<file path="config.mk">
export PLATFORM = sky130hd
export DESIGN_NAME = session_table_with_aging
export DESIGN_NICKNAME = d
export VERILOG_FILES = /design/src/design/sta_pkg.sv /design/src/design/sta_ram.sv /design/src/design/sta_cfg.sv /design/src/design/session_table_with_aging.sv
export SDC_FILE = /design/constraint.sdc
export NUM_CORES = 2
export LEC_CHECK = 0
export BUFFER_PORTS_ARGS = -buffer_cell sky130_fd_sc_hd__buf_2
export CORE_MARGIN = 5
export CORE_UTILIZATION = 63
export DETAILED_ROUTE_END_ITERATION = 12
export PLACE_DENSITY_LB_ADDON = 0.08
export SLEW_MARGIN = 5
export SYNTH_ARGS = -nofsm -noshare
export SYNTH_HDL_FRONTEND = slang
export SYNTH_HIERARCHICAL = 1
export SYNTH_SLANG_ARGS = --single-unit
</file>
<file path="constraint.sdc">
create_clock -name clk_i -period 12.36 [get_ports clk_i]
set_clock_uncertainty 0.15 [all_clocks]
set_input_delay 2.472 -clock clk_i [delete_from_list [all_inputs] [get_ports clk_i]]
set_output_delay 2.472 -clock clk_i [all_outputs]
set_load 0.01 [all_outputs]
</file>
<file path="src/design/sta_pkg.sv">
// Package for the session table with idle aging.
// Table geometry, field widths, command/action/register codes and the config status struct.
// No dependencies; imported by sta_cfg, the top level and the testbench.
`timescale 1ns / 1ps

package sta_pkg;

  // Table geometry
  localparam int TABLE_DEPTH = 32;
  localparam int IDX_W       = (TABLE_DEPTH > 1) ? $clog2(TABLE_DEPTH) : 1;
  localparam int CNT_W       = $clog2(TABLE_DEPTH + 1);

  // Field widths
  localparam int KEY_W     = 50;
  localparam int STAMP_W   = 32;
  localparam int TIMEOUT_W = 16;
  localparam int CMD_W     = 3;
  localparam int ACT_W     = 4;
  localparam int COUNT_W   = 6;
  localparam int ENTRY_W   = KEY_W + STAMP_W;

  // Blacklist and config port
  localparam int NUM_BLOCKED = 6;
  localparam int BLK_CNT_W   = 3;
  localparam int CFG_IDX_W   = 3;
  localparam int CFG_DATA_W  = KEY_W;

  typedef enum logic [CMD_W-1:0] {
    CMD_INIT    = 3'd0,
    CMD_REMOVE  = 3'd1,
    CMD_OFFLOAD = 3'd2,
    CMD_QUERY   = 3'd3,
    CMD_TICK    = 3'd4,
    CMD_SWEEP   = 3'd5
  } cmd_e;

  typedef enum logic [ACT_W-1:0] {
    ACT_REJECT  = 4'd0,
    ACT_UPDATE  = 4'd1,
    ACT_CREATE  = 4'd2,
    ACT_DELETE  = 4'd3,
    ACT_OFFLOAD = 4'd4,
    ACT_PRESENT = 4'd5,
    ACT_ABSENT  = 4'd6,
    ACT_FULL    = 4'd7,
    ACT_DONE    = 4'd8
  } act_e;

  typedef enum logic [CFG_IDX_W-1:0] {
    REG_TIMEOUT   = 3'd0,
    REG_BLK_COUNT = 3'd1,
    REG_BLK_ID0   = 3'd2,
    REG_BLK_ID1   = 3'd3,
    REG_BLK_ID2   = 3'd4,
    REG_BLK_ID3   = 3'd5,
    REG_BLK_ID4   = 3'd6,
    REG_BLK_ID5   = 3'd7
  } cfg_reg_e;

  // Status from the config block to the sequencer
  typedef struct packed {
    logic [TIMEOUT_W-1:0] timeout;
    logic                 blocked;
  } cfg_stat_t;

endpackage

</file>
<file path="src/design/sta_ram.sv">
// Generic single-clock RAM: one write port, one read port with registered read data.
// No dependencies.
`timescale 1ns / 1ps

module sta_ram #(
  parameter int WIDTH = 8,
  parameter int DEPTH = 32
) (
  input  logic                                       clk_i,
  input  logic                                       we_i,
  input  logic [((DEPTH > 1) ? $clog2(DEPTH) : 1)-1:0] waddr_i,
  input  logic [WIDTH-1:0]                           wdata_i,
  input  logic                                       re_i,
  input  logic [((DEPTH > 1) ? $clog2(DEPTH) : 1)-1:0] raddr_i,
  output logic [WIDTH-1:0]                           rdata_o
);

  logic [WIDTH-1:0] mem_q [DEPTH];

  // Write port
  always_ff @(posedge clk_i) begin
    if (we_i) begin
      mem_q[waddr_i] <= wdata_i;
    end
  end

  // Read port; data holds while no read is issued
  always_ff @(posedge clk_i) begin
    if (re_i) begin
      rdata_o <= mem_q[raddr_i];
    end
  end

endmodule

</file>
<file path="src/design/sta_cfg.sv">
// Configuration registers and blacklist match for the session table.
// Depends on sta_pkg.
`timescale 1ns / 1ps

module sta_cfg (
  input  logic                           clk_i,
  input  logic                           rst_ni,
  input  logic                           cfg_we_i,
  input  logic [sta_pkg::CFG_IDX_W-1:0]  cfg_idx_i,
  input  logic [sta_pkg::CFG_DATA_W-1:0] cfg_data_i,
  input  logic [sta_pkg::KEY_W-1:0]      key_i,
  output sta_pkg::cfg_stat_t             stat_o
);
  import sta_pkg::*;

  localparam int SLOT_W = $clog2(NUM_BLOCKED);

  logic [TIMEOUT_W-1:0] timeout_q;
  logic [BLK_CNT_W-1:0] blk_cnt_q;
  logic [KEY_W-1:0]     blk_id_q [NUM_BLOCKED];
  logic                 blocked;

  // Register writes
  always_ff @(posedge clk_i or negedge rst_ni) begin
    if (!rst_ni) begin
      timeout_q <= TIMEOUT_W'(60);
      blk_cnt_q <= '0;
      for (int i = 0; i < NUM_BLOCKED; i++) begin
        blk_id_q[i] <= '0;
      end
    end else if (cfg_we_i) begin
      case (cfg_reg_e'(cfg_idx_i))
        REG_TIMEOUT:   timeout_q <= cfg_data_i[TIMEOUT_W-1:0];
        REG_BLK_COUNT: blk_cnt_q <= cfg_data_i[BLK_CNT_W-1:0];
        REG_BLK_ID0, REG_BLK_ID1, REG_BLK_ID2,
        REG_BLK_ID3, REG_BLK_ID4, REG_BLK_ID5: begin
          blk_id_q[SLOT_W'(cfg_idx_i - REG_BLK_ID0)] <= cfg_data_i[KEY_W-1:0];
        end
        default: ;
      endcase
    end
  end

  // Blacklist compare; a count above six covers all slots anyway
  always_comb begin
    blocked = 1'b0;
    for (int i = 0; i < NUM_BLOCKED; i++) begin
      if ((BLK_CNT_W'(i) < blk_cnt_q) && (blk_id_q[i] == key_i)) begin
        blocked = 1'b1;
      end
    end
  end

  assign stat_o.timeout = timeout_q;
  assign stat_o.blocked = blocked;

endmodule

</file>
<file path="src/design/session_table_with_aging.sv">
// Session table with idle aging: top level and table sequencer.
// Depends on sta_pkg, sta_ram (key/stamp store) and sta_cfg (registers, blacklist).
//
// Usage:
//   Input channel (in_valid_i/in_ready_o) carries a command and a subscriber id.
//   Output channel (out_valid_o/out_ready_i) carries action, id, idle seconds,
//   removed count and a last flag marking the final result of a command.
//   Config port: one register per cycle, user writes only while idle; not enforced.
// Timing:
//   Tick and unknown commands are handled in S_IDLE and give no result.
//   Init, remove, offload and query walk the table one entry per cycle through
//   the RAM read port, then S_RESP registers the result once the output is free
//   (an offload of an absent key gives none); the next command is taken in S_IDLE.
//   A sweep walks the same way, emitting each expired entry as it is found, then
//   the done marker from S_FIN, each result waiting for a free output.
// Reset: all sessions invalid, seconds counter zero, registers at defaults.
// Stall: one output register; a held result stops the walk at the entry that
//   needs to emit, and a new command is taken only after the walk ends.
`timescale 1ns / 1ps

module session_table_with_aging (
  input  logic                           clk_i,
  input  logic                           rst_ni,
  input  logic                           in_valid_i,
  output logic                           in_ready_o,
  input  logic [sta_pkg::CMD_W-1:0]      command_i,
  input  logic [sta_pkg::KEY_W-1:0]      subscriber_id_i,
  output logic                           out_valid_o,
  input  logic                           out_ready_i,
  output logic [sta_pkg::ACT_W-1:0]      action_o,
  output logic [sta_pkg::KEY_W-1:0]      result_id_o,
  output logic [sta_pkg::STAMP_W-1:0]    idle_seconds_o,
  output logic [sta_pkg::COUNT_W-1:0]    removed_count_o,
  output logic                           last_o,
  input  logic                           cfg_we_i,
  input  logic [sta_pkg::CFG_IDX_W-1:0]  cfg_idx_i,
  input  logic [sta_pkg::CFG_DATA_W-1:0] cfg_data_i
);
  import sta_pkg::*;

  typedef enum logic [1:0] {
    S_IDLE,
    S_SCAN,
    S_RESP,
    S_FIN
  } state_e;

  state_e                 state_q, state_d;
  cmd_e                   cmd_q, cmd_d;
  logic [KEY_W-1:0]       key_q, key_d;
  logic [STAMP_W-1:0]     now_q, now_d;
  logic [TABLE_DEPTH-1:0] valid_q, valid_d;
  logic [CNT_W-1:0]       scan_q, scan_d;
  logic                   chk_vld_q, chk_vld_d;
  logic [IDX_W-1:0]       chk_idx_q, chk_idx_d;
  logic                   match_q, match_d;
  logic [IDX_W-1:0]       match_idx_q, match_idx_d;
  logic                   free_q, free_d;
  logic [IDX_W-1:0]       free_idx_q, free_idx_d;
  logic [COUNT_W-1:0]     count_q, count_d;

  logic                   out_valid_q, out_valid_d;
  act_e                   out_act_q, out_act_d;
  logic [KEY_W-1:0]       out_id_q, out_id_d;
  logic [STAMP_W-1:0]     out_idle_q, out_idle_d;
  logic [COUNT_W-1:0]     out_cnt_q, out_cnt_d;
  logic                   out_last_q, out_last_d;

  // RAM and config interface
  logic                   ram_we, ram_re;
  logic [IDX_W-1:0]       ram_waddr, ram_raddr;
  logic [ENTRY_W-1:0]     ram_rdata;
  cfg_stat_t              cfg_stat;

  logic [KEY_W-1:0]       rd_key;
  logic [STAMP_W-1:0]     rd_stamp, chk_idle;
  logic                   chk_live, key_hit, sweep_hit, out_free, stall, ld;

  sta_cfg u_cfg (
    .clk_i      (clk_i),
    .rst_ni     (rst_ni),
    .cfg_we_i   (cfg_we_i),
    .cfg_idx_i  (cfg_idx_i),
    .cfg_data_i (cfg_data_i),
    .key_i      (key_q),
    .stat_o     (cfg_stat)
  );

  sta_ram #(
    .WIDTH (ENTRY_W),
    .DEPTH (TABLE_DEPTH)
  ) u_ram (
    .clk_i   (clk_i),
    .we_i    (ram_we),
    .waddr_i (ram_waddr),
    .wdata_i ({key_q, now_q}),
    .re_i    (ram_re),
    .raddr_i (ram_raddr),
    .rdata_o (ram_rdata)
  );

  // Entry checked this cycle
  assign rd_key    = ram_rdata[ENTRY_W-1:STAMP_W];
  assign rd_stamp  = ram_rdata[STAMP_W-1:0];
  assign chk_idle  = now_q - rd_stamp;
  assign chk_live  = chk_vld_q && valid_q[chk_idx_q];
  assign key_hit   = chk_live && (rd_key == key_q);
  assign sweep_hit = chk_live && (cmd_q == CMD_SWEEP) &&
                     (chk_idle >= {{(STAMP_W-TIMEOUT_W){1'b0}}, cfg_stat.timeout});
  assign out_free  = !out_valid_q || out_ready_i;
  assign stall     = sweep_hit && !out_free;

  assign in_ready_o = (state_q == S_IDLE);

  // Sequencer
  always_comb begin
    state_d     = state_q;
    cmd_d       = cmd_q;
    key_d       = key_q;
    now_d       = now_q;
    valid_d     = valid_q;
    scan_d      = scan_q;
    chk_vld_d   = chk_vld_q;
    chk_idx_d   = chk_idx_q;
    match_d     = match_q;
    match_idx_d = match_idx_q;
    free_d      = free_q;
    free_idx_d  = free_idx_q;
    count_d     = count_q;
    ram_we      = 1'b0;
    ram_waddr   = match_idx_q;
    ram_re      = 1'b0;
    ram_raddr   = scan_q[IDX_W-1:0];
    ld          = 1'b0;
    out_act_d   = out_act_q;
    out_id_d    = key_q;
    out_idle_d  = '0;
    out_cnt_d   = '0;
    out_last_d  = 1'b1;

    case (state_q)
      S_IDLE: begin
        if (in_valid_i) begin
          cmd_d     = cmd_e'(command_i);
          key_d     = subscriber_id_i;
          scan_d    = '0;
          chk_vld_d = 1'b0;
          match_d   = 1'b0;
          free_d    = 1'b0;
          count_d   = '0;
          case (cmd_e'(command_i))
            CMD_TICK: now_d = now_q + STAMP_W'(1);
            CMD_INIT, CMD_REMOVE, CMD_OFFLOAD, CMD_QUERY, CMD_SWEEP: state_d = S_SCAN;
            default: ;
          endcase
        end
      end

      S_SCAN: begin
        if (!stall) begin
          // Issue the next read
          if (scan_q < CNT_W'(TABLE_DEPTH)) begin
            ram_re    = 1'b1;
            chk_idx_d = scan_q[IDX_W-1:0];
            chk_vld_d = 1'b1;
            scan_d    = scan_q + CNT_W'(1);
          end else begin
            chk_vld_d = 1'b0;
          end
          // Check the entry held on the RAM read data
          if (cmd_q == CMD_SWEEP) begin
            if (sweep_hit) begin
              valid_d[chk_idx_q] = 1'b0;
              count_d    = count_q + COUNT_W'(1);
              ld         = 1'b1;
              out_act_d  = ACT_DELETE;
              out_id_d   = rd_key;
              out_idle_d = chk_idle;
              out_last_d = 1'b0;
            end
          end else if (chk_vld_q) begin
            if (key_hit && !match_q) begin
              match_d     = 1'b1;
              match_idx_d = chk_idx_q;
            end
            if (!valid_q[chk_idx_q] && !free_q) begin
              free_d     = 1'b1;
              free_idx_d = chk_idx_q;
            end
          end
        end
        if ((scan_q == CNT_W'(TABLE_DEPTH)) && !chk_vld_q) begin
          state_d = (cmd_q == CMD_SWEEP) ? S_FIN : S_RESP;
        end
      end

      S_RESP: begin
        case (cmd_q)
          CMD_INIT: begin
            if (out_free) begin
              ld      = 1'b1;
              state_d = S_IDLE;
              if (cfg_stat.blocked) begin
                out_act_d = ACT_REJECT;
              end else if (match_q) begin
                ram_we    = 1'b1;
                out_act_d = ACT_UPDATE;
              end else if (free_q) begin
                ram_we              = 1'b1;
                ram_waddr           = free_idx_q;
                valid_d[free_idx_q] = 1'b1;
                out_act_d           = ACT_CREATE;
              end else begin
                out_act_d = ACT_FULL;
              end
            end
          end
          CMD_REMOVE: begin
            if (out_free) begin
              ld        = 1'b1;
              out_act_d = ACT_DELETE;
              state_d   = S_IDLE;
              if (match_q) begin
                valid_d[match_idx_q] = 1'b0;
              end
            end
          end
          CMD_OFFLOAD: begin
            if (!match_q) begin
              state_d = S_IDLE;
            end else if (out_free) begin
              ld                   = 1'b1;
              out_act_d            = ACT_OFFLOAD;
              valid_d[match_idx_q] = 1'b0;
              state_d              = S_IDLE;
            end
          end
          CMD_QUERY: begin
            if (out_free) begin
              ld        = 1'b1;
              out_act_d = match_q ? ACT_PRESENT : ACT_ABSENT;
              state_d   = S_IDLE;
            end
          end
          default: state_d = S_IDLE;
        endcase
      end

      S_FIN: begin
        if (out_free) begin
          ld        = 1'b1;
          out_act_d = ACT_DONE;
          out_id_d  = '0;
          out_cnt_d = count_q;
          state_d   = S_IDLE;
        end
      end

      default: state_d = S_IDLE;
    endcase

    out_valid_d = ld || (out_valid_q && !out_ready_i);
  end

  // Control state
  always_ff @(posedge clk_i or negedge rst_ni) begin
    if (!rst_ni) begin
      state_q     <= S_IDLE;
      now_q       <= '0;
      valid_q     <= '0;
      scan_q      <= '0;
      chk_vld_q   <= 1'b0;
      match_q     <= 1'b0;
      free_q      <= 1'b0;
      count_q     <= '0;
      out_valid_q <= 1'b0;
    end else begin
      state_q     <= state_d;
      now_q       <= now_d;
      valid_q     <= valid_d;
      scan_q      <= scan_d;
      chk_vld_q   <= chk_vld_d;
      match_q     <= match_d;
      free_q      <= free_d;
      count_q     <= count_d;
      out_valid_q <= out_valid_d;
    end
  end

  // Payload registers
  always_ff @(posedge clk_i) begin
    cmd_q       <= cmd_d;
    key_q       <= key_d;
    chk_idx_q   <= chk_idx_d;
    match_idx_q <= match_idx_d;
    free_idx_q  <= free_idx_d;
    if (ld) begin
      out_act_q  <= out_act_d;
      out_id_q   <= out_id_d;
      out_idle_q <= out_idle_d;
      out_cnt_q  <= out_cnt_d;
      out_last_q <= out_last_d;
    end
  end

  assign out_valid_o     = out_valid_q;
  assign action_o        = out_act_q;
  assign result_id_o     = out_id_q;
  assign idle_seconds_o  = out_idle_q;
  assign removed_count_o = out_cnt_q;
  assign last_o          = out_last_q;

endmodule

</file>
# Word level (Yosys, flattened, before mapping)

Memory sizes are Yosys's and may differ from the RTL's. A register that Yosys moved wholly into a read port is not among the register bits.
Cells that the tools add are included.

Flip-flop bits (word level): 562
Memory bits (writable): 2624
Input port bits: 111
Output and inout bits: 95
Word-level logic and storage cells: 270
Memories kept: 1

Add/subtract/negate cells: 5
$lt $le $gt $ge: 16
Equality and inequality tests: 50
Mux-type cells: 104
Bitwise logic cells: 10
Reductions and logical operators: 57

Memories:

| name        | depth | bits a word | rd ports | clocked after memory_dff | write ports | RTL line      | text |
|---|---|---|---|---|---|---|---|
| u_ram.mem_q | 32    | 82          | 1        | 1                        | 1           | sta_ram.sv:18 | `logic [WIDTH-1:0] mem_q [DEPTH];` |

Operators with widths:

| kind                  | number |
|---|---|
| $mux 32               | 11 |
| $eq 50x50->1          | 7 |
| $bwmux 300            | 1 |
| $mux 50               | 5 |
| $demux 50 s3          | 1 |
| $pmux 50 s2           | 1 |
| $pmux 32 s3           | 1 |
| $and 32x32->32        | 2 |
| $not 32->32           | 2 |
| $pmux 32 s2           | 1 |
| $mux 1                | 38 |
| $mux 4                | 9 |
| $mux 6                | 6 |
| $add 32x1->32 const B | 1 |
| $ge 32x16->1          | 1 |
| $or 32x32->32         | 1 |
| $sub 32x32->32        | 1 |
| $mux 5                | 6 |
| $ne 3x3->1 const B    | 9 |
| $pmux 6 s2            | 2 |
| $ne 2x2->1 const B    | 11 |
| $eq 3x3->1 const B    | 7 |
| $logic_and 1x1->1     | 19 |
| $eq 3x2->1 const B    | 6 |
| 46 further kinds      | 93 |

# Depth between registers and ports, before layout

Depth in word-level cells: 14
Depth in mapped cells: 23
Gate-level depth less buffers: 21

# Cells and area by module

Netlist, hierarchy kept.

Modules (own cells, without submodules):

| module                   | instances | cells each | area an instance (um^2) |
|---|---|---|---|
| sta_ram                  | 1         | 4815       | 102225.5 |
| sta_cfg                  | 1         | 1159       | 15541.2 |
| session_table_with_aging | 1         | 1437       | 14370.0 |

# Worst setup path after synthesis

OpenSTA, ideal clock, no wires.

Kind: register to register
From: register now_q[0]
To: register out_idle_q[0], in the netlist idle_seconds_o[0], enable pin
Arrival time: 9595 ps
Required time: 11564 ps
Setup slack: 1970 ps
Cell stages (with the launch flop): 20
Path buffers: 0
Cells stage by stage: dfrtp_1 -> inv_1 -> ha_1 -> fa_1 -> nand2b_1 -> a21o_1 -> and2_1 -> o21ai_0 -> xor2_1 -> ha_1 -> nand4_1 -> nor3_1 -> a221oi_1 -> nand2_1 -> a22oi_1 -> nand4_1 -> nor2_2 -> nand2_1 -> a41oi_1 -> nor3_1

Cells in the longest elaborated chain, start to end: 7

RTL lines:

| what                   | RTL line                        | text |
|---|---|---|
| start, declared        | session_table_with_aging.sv:51  | `logic [STAMP_W-1:0] now_q, now_d;` |
| start signal, assigned | session_table_with_aging.sv:279 | `now_q <= now_d;` |
| $sub 32x32->32 (*)     | session_table_with_aging.sv:105 | `assign chk_idle = now_q - rd_stamp;` |
| net chk_idle[8]        | session_table_with_aging.sv:76  | `logic [STAMP_W-1:0] rd_stamp, chk_idle;` |
| $ge 32x16->1 (*)       | session_table_with_aging.sv:109 | `(chk_idle >= {{(STAMP_W-TIMEOUT_W){1'b0}}, cfg_stat.timeout});` |
| $logic_and 1x1->1 (*)  | session_table_with_aging.sv:108 | `assign sweep_hit = chk_live && (cmd_q == CMD_SWEEP) &&` |
| $mux 1                 | session_table_with_aging.sv:172 | `if (sweep_hit) begin` |
| $mux 1                 | session_table_with_aging.sv:171 | `if (cmd_q == CMD_SWEEP) begin` |
| $mux 1 (*)             | session_table_with_aging.sv:160 | `if (!stall) begin` |
| $pmux 1 s3 (*)         | session_table_with_aging.sv:141 | `case (state_q)` |
| net ld                 | session_table_with_aging.sv:77  | `logic chk_live, key_hit, sweep_hit, out_free, stall, ld;` |
| end signal, assigned   | session_table_with_aging.sv:300 | `out_idle_q <= out_idle_d;` |
| end, declared          | session_table_with_aging.sv:65  | `logic [STAMP_W-1:0] out_idle_q, out_idle_d;` |

Mark *: on every way through the listed nets, which the timed path passes. The rest lies on a longest branch.
A chain may end at the register's enable or synchronous reset.

==> results.sh <==
export IMPL_async_flop_share=0.123
export IMPL_avgViaCountPerCell=7.01
export IMPL_max_slew_margin_rel=0.0999
export IMPL_avgSynthCellArea_um2=17.8
export IMPL_area_growth_pct=11.3
export IMPL_overflow=0
export IMPL_worstSetupPathType="reg -> reg"
export IMPL_drive_gt1_frac=0.202
export IMPL_regToRegStartpoint="key_q[44]$_DFFE_PP_"
export IMPL_vias=75800
export IMPL_tns_ps=0
export IMPL_cp_arrival_ps=8090
export IMPL_fmax_ghz=0.130
export IMPL_clkTransAtPathRegs_ps=60
export IMPL_ys_types=99
export IMPL_period_share=0.623
export IMPL_initial_utilization=0.632
export IMPL_coreArea_um2=209000
export IMPL_worst_path_largest_cell_delay_ps=980
export IMPL_ant_nets=0
export IMPL_syn_num_nets=7578
export IMPL_cts_tree="yes"
export IMPL_drt_wl_total_mm=393
export IMPL_power_static_leakage_nw=50.4
export IMPL_dr_pass1_iters=7
export IMPL_fillers=13100
export IMPL_grt_pass1_vias=73100
export IMPL_finalHoldViolations=0
export IMPL_final_cell_mix="2,867 x edfxtp_1, 702 x mux2i_1, 431 x a22oi_1"
export IMPL_wl_per_cell_um=36.3
export IMPL_stdcell_area_um2=147000
export IMPL_yosysWarnings=6
export IMPL_cp_slowest_cell="nor2_4"
export IMPL_cts_max_level=5
export IMPL_setup_violations=0
export IMPL_powerDensity_nw_per_um2=194
export IMPL_worstSkewPairLatency_ps=950
export IMPL_cp_startpoint="key_q[44]$_DFFE_PP_"
export IMPL_die_area_um2=219000
export IMPL_crit_top_cell="buf_4"
export IMPL_antenna_found_initial=21
export IMPL_syn_area_um2=132000
export IMPL_min_period_ps=7700
export IMPL_pin_count=206
export IMPL_fp_dieH_um=468
export IMPL_hold_start="u_cfg/blk_id_q[158]$_DFFE_PN0P_"
export IMPL_ys_flop_type="edfxtp_1"
export IMPL_syn_inst=7411
export IMPL_crit_fanout=41
export IMPL_ir_drop_v=0.000190
export IMPL_critPathLaunchType="flip-flop"
export IMPL_worst_slew_pin_slew_ps=1350
export IMPL_required_ps=12760
export IMPL_cts_hold_buf=0
export IMPL_p_total_mw=28.5
export IMPL_synth_edf_count=2867
export IMPL_ctsLongestPathBuffers=4
export IMPL_ctsResizeCount=0
export IMPL_hpwlAfterDp_mm=225
export IMPL_ys_ff_latch=3268
export IMPL_grt_usage=0.359
export IMPL_timing_max_cap_violations=0
export IMPL_place_gp_congestion=0.948
export IMPL_root_buffer="clkbuf_16"
export IMPL_io_buffers=205
export IMPL_nets=7906
export IMPL_endpoint_kind="flip-flop"
export IMPL_slew_viol_final=0
export IMPL_die_width_um=468
export IMPL_drt_iter0_drc=10700
export IMPL_status="finished clean"
export IMPL_grt_pass1_wl_mm=552
export IMPL_grt_max_degree=134
export IMPL_hp_class="reg -> reg"
export IMPL_postCtsSetupRepairBufs=0
export IMPL_numCtsBuffers=338
export IMPL_clkSinkCount=3268
export IMPL_rsz0062_at_grt="no"
export IMPL_cp_cell_sequence="buf_4, xnor2_1, nand4_1, nor4_1, nand3_2, o31ai_2, a21oi_1, o21ai_1, nor2_1, nand4_1, or3b_2, mux2_2, nand3b_1, nor2_4, buf_4, buf_4"
export IMPL_seq_area_frac_synth=0.728
export IMPL_drc=0
export IMPL_mostFrequentLayoutCell="edfxtp_1"
export IMPL_dpl_cell_area_um2=137000
export IMPL_rows=168
==> where the power goes <==
group / total [mW] / switching (mW) / internal (mW)
combinational: 5.45 / 3.53 / 1.92
clock: 9.65 / 4.05 / 5.60
sequential: 13.4 / 0.544 / 12.9
total: 28.5 / 8.12 / 20.4
==> worst paths after layout <==
check                                                  endpoint  slack [ps]  cells after the start
worst max-delay path              u_ram/mem_q[17][34]$_DFFE_PP_        4660                     16
worst min-delay path            u_cfg/blk_id_q[158]$_DFFE_PN0P_         360                      1
worst max register to register    u_ram/mem_q[17][34]$_DFFE_PP_        4660                     16
worst min register to register  u_cfg/blk_id_q[158]$_DFFE_PN0P_         360                      1
max in group asynchronous               valid_q[15]$_DFFE_PN0P_        8900                      2
min in group asynchronous       u_cfg/blk_id_q[289]$_DFFE_PN0P_        1530                      1
==> cells by family after synthesis <==
kind of cell / synth area share
muxes: 0.138
AOI/OAI and AO/OA: 0.0493
and+or+nand+nor: 0.0353
buffers and inverters: 0.0194
adders and majority gates: 0.00536
xor gates and xnor gates: 0.0250
DFF: 0.728
==> per-stage QoR <==
stage               utilization  hold slack, ps  worst slack, ps  std cells
finish                    0.703             364             4660      10800
global route              0.703             372             4550      10800
CTS                       0.703             365             4890      10800
detailed placement        0.653             342             4710      10200
global placement          0.653             339             4820      10200
floorplan                     -             295             1970       7411
==> state kept, by name, summed over array words and instances (netlist names), 2 cells and up <==
signal and cells:
action_o 4, chk_idx_q 5, cmd_q 3, count_q 6
free_idx_q 5, idle_seconds_o 32, key_q 50, match_idx_q 5
now_q 32, removed_count_o 6, result_id_o 50, scan_q 6
state_q 2, u_cfg/blk_cnt_q 3, u_cfg/blk_id_q 300, u_cfg/timeout_q 16
u_ram/mem_q 2624, u_ram/rdata_o 82, valid_q 32
==> cells in the mapped netlist, drive strengths merged (24+ instances only) <==
master,count,share of area
a21oi,104,0.0040
a22o,43,0.0029
a22oi,431,0.024
a31oi,52,0.0025
and3,54,0.0026
buf,272,0.012
clkbuf,153,0.0046
dfrtp,397,0.075
edfxtp,2867,0.65
ha,55,0.0052
inv,98,0.0028
mux2,323,0.028
mux2i,702,0.053
mux4,337,0.057
nand2,165,0.0047
nand3,210,0.0080
nand4,121,0.0058
nor2,136,0.0039
nor2b,24,0.0011
nor3,24,0.0011
nor4,43,0.0020
o21ai,157,0.0059
o22ai,43,0.0020
xnor2,257,0.017
xor2,117,0.0078
==> per-layer routing <==
| metal | GRT usage | up-vias | routed length, µm |
|---|---|---|---|
| li1 | - | 30300 | - |
| met5 | 0 | - | 52 |
| met1 | 0.518 | 39400 | 149000 |
| met2 | 0.544 | 5303 | 179000 |
| met3 | 0.0824 | 889 | 46900 |
| met4 | 0.139 | 8 | 18000 |
==> final cells by class <==
type,instances,area [µm²],share of cell area
flip-flops and latches,3268,96100,0.654
multi-input cells,3620,33800,0.230
clock buffers,428,9030,0.0614
well taps,2805,3510,0.0239
repair buffers,413,2760,0.0188
clock inverters,153,1290,0.00877
inverters,98,369,0.00251
diodes,35,87.6,0.000596
==> critical path: cells and delay by family, from the launching register on <==
family                 cells  cell delay (ps)
AND/OR/NAND/NOR            8             3170
AO/OA/AOI/OAI              3              910
buffers and inverters      3             2020
multiplexers               1              380
XOR/XNOR                   1              200
flip-flops                 1              330
Note: power is estimated with default switching activity, not from simulation.
